<file path="src/rtl/psw_pkg.sv">
`default_nettype none
// ----------------------------------------------------------------------------
// psw_pkg
// Shared types, constants and the header signature table of the section walker.
// ----------------------------------------------------------------------------
package psw_pkg;

  localparam int unsigned MAGIC_LEN   = 24;
  localparam int unsigned SEC_HDR_LEN = 12;
  localparam int unsigned SEC_MIN_LEN = 16;

  localparam logic [31:0] END_NAME_LO = 32'h656E_6400;  // "end" and NUL
  localparam logic [31:0] END_NAME_UP = 32'h454E_4400;  // "END" and NUL

  localparam logic [1:0] KIND_REG      = 2'd0;
  localparam logic [1:0] KIND_END      = 2'd1;
  localparam logic [1:0] KIND_BADMAGIC = 2'd2;
  localparam logic [1:0] KIND_INVALID  = 2'd3;

  localparam logic [1:0] CFG_PACK_LIMIT  = 2'd0;
  localparam logic [1:0] CFG_MATCH_MASK  = 2'd1;
  localparam logic [1:0] CFG_MATCH_VALUE = 2'd2;

  typedef struct packed {
    logic [1:0]  kind;
    logic [31:0] sec_offset;
    logic [31:0] sec_length;
    logic [31:0] data_offset;
    logic [31:0] data_length;
    logic [31:0] sec_flags;
    logic        flags_match;
    logic [31:0] total_size;
    logic        last;
  } res_t;

  // Results produced by one byte: count is 0, 1 or 2.
  typedef struct packed {
    logic [1:0] count;
    res_t       r0;
    res_t       r1;
  } push_t;

  function automatic res_t mk_res(input logic [1:0] kind, input logic [31:0] soff,
                                  input logic [31:0] slen, input logic [31:0] doff,
                                  input logic [31:0] dlen, input logic [31:0] flags,
                                  input logic match, input logic [31:0] total);
    res_t r;
    r.kind        = kind;
    r.sec_offset  = soff;
    r.sec_length  = slen;
    r.data_offset = doff;
    r.data_length = dlen;
    r.sec_flags   = flags;
    r.flags_match = match;
    r.total_size  = total;
    r.last        = 1'b0;
    return r;
  endfunction

  // Fixed image signature, one byte per address.
  function automatic logic [7:0] magic_byte(input logic [4:0] idx);
    logic [7:0] v;
    case (idx)
      5'd0:    v = 8'h23;
      5'd1:    v = 8'h21;
      5'd2:    v = 8'h2f;
      5'd3:    v = 8'h75;
      5'd4:    v = 8'h73;
      5'd5:    v = 8'h72;
      5'd6:    v = 8'h2f;
      5'd7:    v = 8'h62;
      5'd8:    v = 8'h69;
      5'd9:    v = 8'h6e;
      5'd10:   v = 8'h2f;
      5'd11:   v = 8'h65;
      5'd12:   v = 8'h6e;
      5'd13:   v = 8'h76;
      5'd14:   v = 8'h20;
      5'd15:   v = 8'h41;
      5'd16:   v = 8'h74;
      5'd17:   v = 8'h6f;
      5'd18:   v = 8'h6d;
      5'd19:   v = 8'h56;
      5'd20:   v = 8'h4d;
      5'd21:   v = 8'h0a;
      default: v = 8'h00;
    endcase
    return v;
  endfunction

endpackage
`default_nettype wire

</file>
<file path="src/rtl/psw_walker.sv">
`default_nettype none
// ----------------------------------------------------------------------------
// psw_walker
// Input register, configuration registers and the per-byte parse logic.
// ----------------------------------------------------------------------------
module psw_walker (
  input  wire logic              clk,
  input  wire logic              rst_n,
  input  wire logic              in_valid,
  output logic                   in_ready,
  input  wire logic [7:0]        in_byte,
  input  wire logic              in_sop,
  input  wire logic              cfg_wr_en,
  input  wire logic [1:0]        cfg_index,
  input  wire logic [31:0]       cfg_wdata,
  input  wire logic              room,
  output psw_pkg::push_t         push
);
  import psw_pkg::*;

  localparam logic [2:0] PH_IDLE    = 3'd0;
  localparam logic [2:0] PH_MAGIC   = 3'd1;
  localparam logic [2:0] PH_HDR     = 3'd2;
  localparam logic [2:0] PH_NAME    = 3'd3;
  localparam logic [2:0] PH_SKIP    = 3'd4;
  localparam logic [2:0] PH_ENDNAME = 3'd5;
  localparam logic [2:0] PH_DONE    = 3'd6;

  logic        inp_vld_r;
  logic [7:0]  inp_byte_r;
  logic        inp_sop_r;
  logic        fire;

  logic [31:0] limit_r, mask_r, value_r;

  logic [2:0]  phase_r, phase_nxt;
  logic [31:0] pos_r, pos_nxt;
  logic [31:0] start_r, start_nxt;
  logic [31:0] size_r, size_nxt;
  logic [31:0] flags_r, flags_nxt;
  logic [31:0] head_r, head_nxt;
  logic [31:0] cnt_r, cnt_nxt;
  logic [31:0] end_r, end_nxt;   // section start plus section size

  assign fire     = inp_vld_r & room;
  assign in_ready = ~inp_vld_r | room;

  always_ff @(posedge clk) begin
    if (!rst_n) begin
      inp_vld_r <= 1'b0;
    end else if (in_ready) begin
      inp_vld_r <= in_valid;
    end
    if (in_ready && in_valid) begin
      inp_byte_r <= in_byte;
      inp_sop_r  <= in_sop;
    end
  end

  always_ff @(posedge clk) begin
    if (!rst_n) begin
      limit_r <= 32'hFFFF_FFFF;
      mask_r  <= '0;
      value_r <= '0;
    end else if (cfg_wr_en) begin
      unique case (cfg_index)
        CFG_PACK_LIMIT:  limit_r <= cfg_wdata;
        CFG_MATCH_MASK:  mask_r  <= cfg_wdata;
        CFG_MATCH_VALUE: value_r <= cfg_wdata;
        default: ;
      endcase
    end
  end

  logic [2:0]  ph;
  logic [31:0] p, s, sz, fl, hd, nc, rel, sz_new, hd_new, region, bs_off, room_diff;
  logic [32:0] pad_sum, padded, bs_diff;
  logic        bs_go, bs_noroom;
  logic [1:0]  n;
  res_t        r0, r1, bs_res;

  always_comb begin
    ph = phase_r;
    p  = pos_r;
    s  = start_r;
    sz = size_r;
    fl = flags_r;
    hd = head_r;
    nc = cnt_r;
    n  = 2'd0;
    r0 = '0;
    r1 = '0;
    bs_go = 1'b0;

    if (inp_sop_r) begin
      ph = PH_MAGIC;
      p  = '0;
      s  = '0;
      sz = '0;
      fl = '0;
      hd = '0;
      nc = '0;
      if (limit_r < 32'(MAGIC_LEN)) begin
        r0 = mk_res(KIND_BADMAGIC, '0, '0, '0, '0, '0, 1'b0, '0);
        n  = 2'd1;
        ph = PH_DONE;
      end
    end

    pos_nxt   = p + 32'd1;
    rel       = p - s;
    phase_nxt = ph;
    start_nxt = s;
    size_nxt  = sz;
    flags_nxt = fl;
    head_nxt  = hd;
    cnt_nxt   = nc;
    end_nxt   = end_r;

    sz_new  = {sz[23:0], inp_byte_r};
    hd_new  = {hd[23:0], inp_byte_r};
    region  = sz - 32'(SEC_HDR_LEN);
    pad_sum = {1'b0, nc} + 33'd4;
    padded  = {pad_sum[32:2], 2'b00};
    room_diff = limit_r - s;

    // Room check for the section that would start next.
    bs_off    = (ph == PH_MAGIC) ? 32'(MAGIC_LEN) : end_r;
    bs_diff   = {1'b0, limit_r} - {1'b0, bs_off};
    bs_noroom = bs_diff[32] | (bs_diff[31:0] < 32'(SEC_MIN_LEN));
    bs_res    = mk_res(KIND_INVALID, bs_off, '0, '0, '0, '0, 1'b0, '0);

    unique case (ph)
      PH_MAGIC: begin
        if (p >= 32'(MAGIC_LEN) || inp_byte_r != magic_byte(p[4:0])) begin
          r0 = mk_res(KIND_BADMAGIC, '0, '0, '0, '0, '0, 1'b0, '0);
          n  = 2'd1;
          phase_nxt = PH_DONE;
        end else if (p == 32'(MAGIC_LEN - 1)) begin
          bs_go = 1'b1;
        end
      end
      PH_HDR: begin
        if (rel < 32'd4) begin
          size_nxt = sz_new;
          if (rel == 32'd3 && sz_new != '0 &&
              (sz_new < 32'(SEC_MIN_LEN) || sz_new[1:0] != 2'b00 || sz_new > room_diff)) begin
            r0 = mk_res(KIND_INVALID, s, sz_new, '0, '0, '0, 1'b0, '0);
            n  = 2'd1;
            phase_nxt = PH_DONE;
          end
        end else if (rel < 32'd8) begin
          flags_nxt = {fl[23:0], inp_byte_r};
          end_nxt   = s + sz;
        end else if (rel == 32'd11) begin
          phase_nxt = (sz == '0) ? PH_ENDNAME : PH_NAME;
        end
      end
      PH_ENDNAME: begin
        head_nxt = hd_new;
        if (rel >= 32'd15) begin
          n = 2'd1;
          phase_nxt = PH_DONE;
          if (fl == '0 && (hd_new == END_NAME_LO || hd_new == END_NAME_UP)) begin
            r0 = mk_res(KIND_END, s, '0, s + 32'(SEC_MIN_LEN), '0, '0,
                        value_r == '0, s + 32'(SEC_MIN_LEN));
          end else begin
            r0 = mk_res(KIND_INVALID, s, '0, '0, '0, '0, 1'b0, '0);
          end
        end
      end
      PH_NAME: begin
        if (inp_byte_r == 8'h00) begin
          n = 2'd1;
          if (padded > {1'b0, region}) begin
            r0 = mk_res(KIND_INVALID, s, sz, '0, '0, '0, 1'b0, '0);
            phase_nxt = PH_DONE;
          end else begin
            r0 = mk_res(KIND_REG, s, sz, s + 32'(SEC_HDR_LEN) + padded[31:0],
                        region - padded[31:0], fl, (fl & mask_r) == value_r, '0);
            if (pos_nxt == end_r) begin
              bs_go = 1'b1;
            end else if (bs_noroom) begin
              r1 = bs_res;
              n  = 2'd2;
              phase_nxt = PH_DONE;
            end else begin
              phase_nxt = PH_SKIP;
            end
          end
        end else begin
          cnt_nxt = nc + 32'd1;
          if (pos_nxt == end_r) begin
            r0 = mk_res(KIND_INVALID, s, sz, '0, '0, '0, 1'b0, '0);
            n  = 2'd1;
            phase_nxt = PH_DONE;
          end
        end
      end
      PH_SKIP: begin
        if (pos_nxt == end_r) begin
          bs_go = 1'b1;
        end
      end
      default: ;
    endcase

    if (bs_go) begin
      start_nxt = bs_off;
      size_nxt  = '0;
      flags_nxt = '0;
      head_nxt  = '0;
      cnt_nxt   = '0;
      if (bs_noroom) begin
        phase_nxt = PH_DONE;
        if (n == 2'd0) begin
          r0 = bs_res;
          n  = 2'd1;
        end else begin
          r1 = bs_res;
          n  = 2'd2;
        end
      end else begin
        phase_nxt = PH_HDR;
      end
    end

    r0.last = (n == 2'd1);
    r1.last = 1'b1;

    push.count = fire ? n : 2'd0;
    push.r0    = r0;
    push.r1    = r1;
  end

  always_ff @(posedge clk) begin
    if (!rst_n) begin
      phase_r <= PH_IDLE;
      pos_r   <= '0;
      start_r <= '0;
      size_r  <= '0;
      flags_r <= '0;
      head_r  <= '0;
      cnt_r   <= '0;
      end_r   <= '0;
    end else if (fire) begin
      phase_r <= phase_nxt;
      pos_r   <= pos_nxt;
      start_r <= start_nxt;
      size_r  <= size_nxt;
      flags_r <= flags_nxt;
      head_r  <= head_nxt;
      cnt_r   <= cnt_nxt;
      end_r   <= end_nxt;
    end
  end

endmodule
`default_nettype wire

</file>
<file path="src/rtl/psw_out_fifo.sv">
`default_nettype none
// ----------------------------------------------------------------------------
// psw_out_fifo
// Four-entry result queue that takes up to two results per cycle.
// ----------------------------------------------------------------------------
module psw_out_fifo (
  input  wire logic             clk,
  input  wire logic             rst_n,
  input  psw_pkg::push_t        push,
  output logic                  room,
  output logic                  out_valid,
  input  wire logic             out_ready,
  output psw_pkg::res_t         out_res
);
  import psw_pkg::*;

  res_t       mem [4];
  logic [1:0] wr_ptr_r, rd_ptr_r;
  logic [2:0] cnt_r, cnt_nxt;
  logic       pop;

  assign out_valid = (cnt_r != 3'd0);
  assign out_res   = mem[rd_ptr_r];
  assign pop       = out_valid & out_ready;
  // Two free entries are needed since one byte can yield two results.
  assign room      = (cnt_r <= 3'd2);
  assign cnt_nxt   = cnt_r + {1'b0, push.count} - {2'b00, pop};

  always_ff @(posedge clk) begin
    if (push.count != 2'd0) begin
      mem[wr_ptr_r] <= push.r0;
    end
    if (push.count == 2'd2) begin
      mem[wr_ptr_r + 2'd1] <= push.r1;
    end
  end

  always_ff @(posedge clk) begin
    if (!rst_n) begin
      wr_ptr_r <= '0;
      rd_ptr_r <= '0;
      cnt_r    <= '0;
    end else begin
      wr_ptr_r <= wr_ptr_r + push.count;
      rd_ptr_r <= rd_ptr_r + {1'b0, pop};
      cnt_r    <= cnt_nxt;
    end
  end

endmodule
`default_nettype wire

</file>
<file path="src/rtl/pack_section_walker_core.sv">
`default_nettype none
// ----------------------------------------------------------------------------
// pack_section_walker_core
// Byte-serial walker over a section archive image, reporting each section.
// ----------------------------------------------------------------------------
//  channel  | dir | payload                                   | handshake
//  in_      | in  | tdata byte, tuser start of image          | tvalid/tready
//  out_     | out | tdata section report, tlast last of byte  | tvalid/tready
//  cfg_     | in  | index 0 limit, 1 mask, 2 value            | wr_en only
//
// One byte is accepted per cycle while in_tready is high; it is parsed from the
// input register and its results reach out_ through the result queue. A byte
// yields at most two results; in_tready drops only when the input register is
// full and the four-entry result queue has fewer than two free entries. Reset is
// synchronous; after it the walker ignores bytes until one marks a new image.
// ----------------------------------------------------------------------------
module pack_section_walker_core (
  input  wire logic         clk,
  input  wire logic         rst_n,
  input  wire logic         in_tvalid,
  output logic              in_tready,
  input  wire logic [7:0]   in_tdata,   // [7:0] byte_value
  input  wire logic         in_tuser,   // [0] start_of_pack
  output logic              out_tvalid,
  input  wire logic         out_tready,
  output logic [199:0]      out_tdata,  // [1:0] section_kind, [33:2] section_offset,
                                        // [65:34] section_length, [97:66] data_offset,
                                        // [129:98] data_length, [161:130] section_flags,
                                        // [162] flags_match, [194:163] total_size
  output logic              out_tlast,  // last_of_step
  input  wire logic         cfg_wr_en,
  input  wire logic [1:0]   cfg_index,
  input  wire logic [31:0]  cfg_wdata
);
  import psw_pkg::*;

  push_t push;
  res_t  res;
  logic  room;

  psw_walker u_walker (
    .clk       (clk),
    .rst_n     (rst_n),
    .in_valid  (in_tvalid),
    .in_ready  (in_tready),
    .in_byte   (in_tdata),
    .in_sop    (in_tuser),
    .cfg_wr_en (cfg_wr_en),
    .cfg_index (cfg_index),
    .cfg_wdata (cfg_wdata),
    .room      (room),
    .push      (push)
  );

  psw_out_fifo u_out_fifo (
    .clk       (clk),
    .rst_n     (rst_n),
    .push      (push),
    .room      (room),
    .out_valid (out_tvalid),
    .out_ready (out_tready),
    .out_res   (res)
  );

  assign out_tdata = {5'b00000, res.total_size, res.flags_match, res.sec_flags,
                      res.data_length, res.data_offset, res.sec_length,
                      res.sec_offset, res.kind};
  assign out_tlast = res.last;

endmodule
`default_nettype wire
</file>
<file path="config.mk">
export PLATFORM = sky130hd
export DESIGN_NAME = pack_section_walker_core
export DESIGN_NICKNAME = d
export VERILOG_FILES = /design/src/rtl/psw_pkg.sv /design/src/rtl/psw_walker.sv /design/src/rtl/psw_out_fifo.sv /design/src/rtl/pack_section_walker_core.sv
export SDC_FILE = /design/constraint.sdc
export NUM_CORES = 2
export LEC_CHECK = 0
export BUFFER_PORTS_ARGS = -buffer_cell sky130_fd_sc_hd__buf_2
export CAP_MARGIN = 20
export CORE_MARGIN = 3
export CORE_UTILIZATION = 47
export DETAILED_ROUTE_END_ITERATION = 8
export PLACE_DENSITY = 0.61
export SLEW_MARGIN = 5
export SYNTH_ARGS = -nofsm -noshare
export SYNTH_HDL_FRONTEND = slang
export SYNTH_SLANG_ARGS = --single-unit
export TNS_END_PERCENT = 30
</file>
<file path="constraint.sdc">
create_clock -name clk -period 11.5 [get_ports clk]
set_input_delay 1.15 -clock clk [delete_from_list [all_inputs] [get_ports clk]]
set_output_delay 1.15 -clock clk [all_outputs]
set_load 0.01 [all_outputs]
</file>
==> impl_metrics.tcl <==
set metrics [dict create \
    fin_tns_setup_ps 0 \
    whs_ps 453 \
    antenna_found_initial 6 \
    root_buffer "clkbuf_16" \
    yosysWarnings 0 \
    drtPass1Iterations 6 \
    rr_startpoint "u_walker.inp_sop_r$_DFFE_PP_" \
    n_fill_cell 12439 \
    layout_min_cycle_time_ps 9790 \
    clk_path_buf_depth 3 \
    critPathLaunch "u_walker.inp_sop_r$_DFFE_PP_" \
    dp_hpwl_um 172000 \
    grt_use_total_pct 33.3 \
    core_um2 134000 \
    finalHoldViolCount 0 \
    r2r_end "u_out_fifo.mem[0][125]$_SDFFE_PP0P_" \
    p_int_mw 7.38 \
    p_leak_nw 27.5 \
    synth-main-ff-cell "dfxtp_1" \
    drv_slew 0 \
    dieArea_um2 139000 \
    ctsHoldBuffers 0 \
    post_cts_buffers 0 \
    grt_pass1_vias 52382 \
    p_seq_share_pct 42.1 \
    crit_arrival_ps 10460 \
    post_cts_resized 0 \
    place_congestion 1.03 \
    cts_sinks 1116 \
    power_switching_mw 2.90 \
    rows 134 \
    cts_tree "done" \
    holdCritStartpoint "u_out_fifo.mem[0][96]$_SDFFE_PP0P_" \
    clkPwrFrac_pct 40.8 \
    fin_worst_skew_ps 30.2 \
    fin_nets 7480 \
    routed_wirelength_um 241000 \
    path_class "reg -> reg" \
    maxSlewHeadroom_pct 13.4 \
    slowest_delay_ps 980 \
    hold_end "u_out_fifo.mem[0][96]$_SDFFE_PP0P_" \
    crit_path_start_kind "flop" \
    reg2reg_slack_ps 1710 \
    die_w_um 373 \
    holdPathStages 2 \
    postLayoutSetupSlackWorst_ps 1710 \
    ys_seq_elements 1116 \
    placed_area_um2 66200 \
    dpl_worst_slack_ps 2070 \
    grt_pass1_wl_um 353000 \
    drc 0 \
    gr-total-overflow 0 \
    synth_area_um2 63400 \
    cpMaxStageDelayCell "o41a_2" \
    drtAntennaViolNets 0 \
    fin_crit_sh_pct 85.1 \
    die-height_um 373 \
    htreeDepth 4 \
    tightest_slew_ps 1290 \
    wire_per_inst_um 26.8 \
    max-cap-violations 0 \
    postLayoutCoreUtil_pct 52.7 \
    reg2reg_depth 31 \
    cp_max_fo 38 \
    synth_cells 7073 \
    cp.required_ps 12180 \
    clkSlewWorstSetupHoldPaths_ps 60 \
    drt_iter0_markers 6066 \
    fmax_mhz 102 \
    drive_gt1_share_pct 11.9 \
    power_mw 10.3 \
    place_inst 8767 \
    rsz0062_at_grt "no" \
    syn_area_per_cell_um2 8.97 \
    io_buffers 245 \
    hp-class "reg -> reg" \
    clkLatencyLatePin_ps 780 \
    grt_max_degree 218 \
    finalNonFillerCells 9003 \
    vias_per_cell 6.20 \
    synth_edf_count 145 \
    switching_share_pct 28.2 \
    vias 55840 \
    async_flop_share_pct 0 \
    cts_buffers 131 \
    status "finished, final reports clean" \
    path_common_cell "o21ai_0" \
    synth.yosys.seq_area_share_pct 37.5 \
    p_per_area_nw_per_um2 146 \
    combPwrFrac_pct 17.2 \
    setup_viol 0 \
    post-route-cell-area_um2 70500 \
    ioPinCount 251 \
    end_kind "flop" \
    syn2layout_area_growth_pct 11.2 \
    initial_core_util_pct 47.4 \
    synthDistinctLibCells 97 \
    ir_worst_vdd_mv 0.156 \
]
==> flip-flops by register name (all words and copies together) (netlist names) <==
signal	count
u_walker.inp_byte_r	8
u_walker.pos_r	32
u_walker.inp_vld_r	1
u_out_fifo.wr_ptr_r	2
u_walker.cnt_r	32
u_out_fifo.cnt_r	3
u_walker.value_r	32
u_walker.start_r	32
u_walker.end_r	32
u_walker.inp_sop_r	1
u_walker.limit_r	32
u_out_fifo.mem	784
u_walker.flags_r	32
u_walker.head_r	24
u_walker.mask_r	32
u_walker.phase_r	3
u_out_fifo.rd_ptr_r	2
u_walker.size_r	32
==> cell type report <==
class	count	area [um^2]	area share, %
Tap cell	1768	2210	3.14
Multi-Input combinational cell	5320	37100	52.7
Clock buffer	190	3820	5.42
Sequential cell	1116	23800	33.7
Timing Repair Buffer	374	2350	3.33
Antenna cell	4	10.0	0.0142
Clock inverter	39	473	0.671
Inverter	192	722	1.02
==> layer usage <==
layer	vias to the layer above	routed length [um]	global-route usage, %
met5	-	70	0
met4	10	13200	16.3
met3	513	19100	5.53
met2	2513	108000	51.8
met1	27349	101000	45.0
li1	25455	-	-
==> worst max-delay path: cells and delay by family (launching register included) <==
family,cells,cell delay (ps)
DFF,1,400
xor gates and xnor gates,1,110
and+or+nand+nor,6,1280
AOI/OAI and AO/OA,18,5190
buffers and inverters,4,1840
adders and majority gates,2,740
==> worst max-delay path by stage <==
stage | slack, ps | to
2_1_floorplan | 2670 | u_out_fifo.mem[1][162]$_DFFE_PP_
3_3_place_gp | 2150 | u_out_fifo.mem[0][155]$_SDFFE_PP0P_
3_5_place_dp | 2070 | u_out_fifo.mem[0][125]$_SDFFE_PP0P_
4_1_cts | 2030 | u_out_fifo.mem[0][148]$_SDFFE_PP0P_
5_1_grt | 1310 | u_out_fifo.mem[0][155]$_SDFFE_PP0P_
6_report | 1710 | u_out_fifo.mem[0][125]$_SDFFE_PP0P_
==> power by group through the flow <==
stage	combinational (mW)	clock [mW]	sequential [mW]
3_5_place_dp	1.77	0	4.41
6_report	1.77	4.19	4.33
5_1_grt	1.89	4.39	4.35
3_3_place_gp	1.77	0	4.40
2_1_floorplan	1.24	0	4.32
4_1_cts	1.77	4.24	4.32
==> cells in the mapped netlist (39+ instances only) <==
| master | number | area, um^2 |
|---|---|---|
| nand4_1 | 60 | 375 |
| and3_1 | 73 | 457 |
| ha_1 | 291 | 3640 |
| buf_1 | 39 | 146 |
| a22oi_1 | 100 | 751 |
| edfxtp_1 | 145 | 4350 |
| nand2b_1 | 51 | 319 |
| nor3_1 | 271 | 1360 |
| nor2_1 | 1024 | 3840 |
| xor2_1 | 97 | 850 |
| clkbuf_1 | 287 | 1080 |
| a21boi_0 | 116 | 871 |
| nor4_1 | 59 | 369 |
| and2_1 | 97 | 607 |
| nor2b_1 | 231 | 1450 |
| mux2i_1 | 432 | 4320 |
| nand2_1 | 618 | 2320 |
| buf_4 | 44 | 330 |
| or3_1 | 47 | 294 |
| mux4_2 | 196 | 4410 |
| inv_1 | 191 | 717 |
| dfxtp_1 | 971 | 19400 |
| xnor2_1 | 197 | 1730 |
| o22ai_1 | 158 | 988 |
| buf_2 | 78 | 390 |
| a21oi_1 | 212 | 1060 |
| o21ai_0 | 228 | 1140 |
| a22o_1 | 42 | 368 |
| a21o_1 | 100 | 751 |
| nand3_1 | 147 | 736 |
==> cell families (layout without fill, tap and decap cells) <==
group / count (synthesis) / after routing / share of synthesized area [%]
adders and majority gates: 297 / 297 / 5.93
muxes: 631 / 631 / 13.8
DFF: 1116 / 1116 / 37.5
buffers and inverters: 641 / 795 / 4.21
other: 1 / 9 / 0.00591
and+or+nand+nor: 2791 / 2791 / 20.6
AOI/OAI and AO/OA: 1302 / 1302 / 13.9
xor gates and xnor gates: 294 / 294 / 4.06
==> cells in the final DEF, fill, tap and decap left out, types with 28 or more instances in the layout <==
| master | n |
|---|---|
| and3_1 | 72 |
| nand3_1 | 147 |
| nand2b_1 | 50 |
| buf_4 | 113 |
| mux2i_1 | 432 |
| and2_1 | 96 |
| nor3_1 | 270 |
| or3_1 | 47 |
| a21o_1 | 100 |
| a32oi_1 | 35 |
| dfxtp_1 | 969 |
| o21ai_0 | 228 |
| nor4_1 | 59 |
| edfxtp_1 | 145 |
| inv_1 | 190 |
| clkbuf_1 | 30 |
| nor2b_1 | 231 |
| mux4_2 | 196 |
| xor2_1 | 97 |
| nor2_1 | 1019 |
| a21oi_1 | 207 |
| xnor2_1 | 197 |
| o22ai_1 | 158 |
| buf_2 | 246 |
| clkbuf_16 | 134 |
| a22oi_1 | 100 |
| ha_1 | 291 |
| o211ai_1 | 28 |
| a22o_1 | 42 |
| nand4_1 | 60 |
| a21boi_0 | 116 |
| o21a_1 | 35 |
| nand2_1 | 617 |
| a31oi_1 | 33 |
Power figures use the tool's default switching activity.
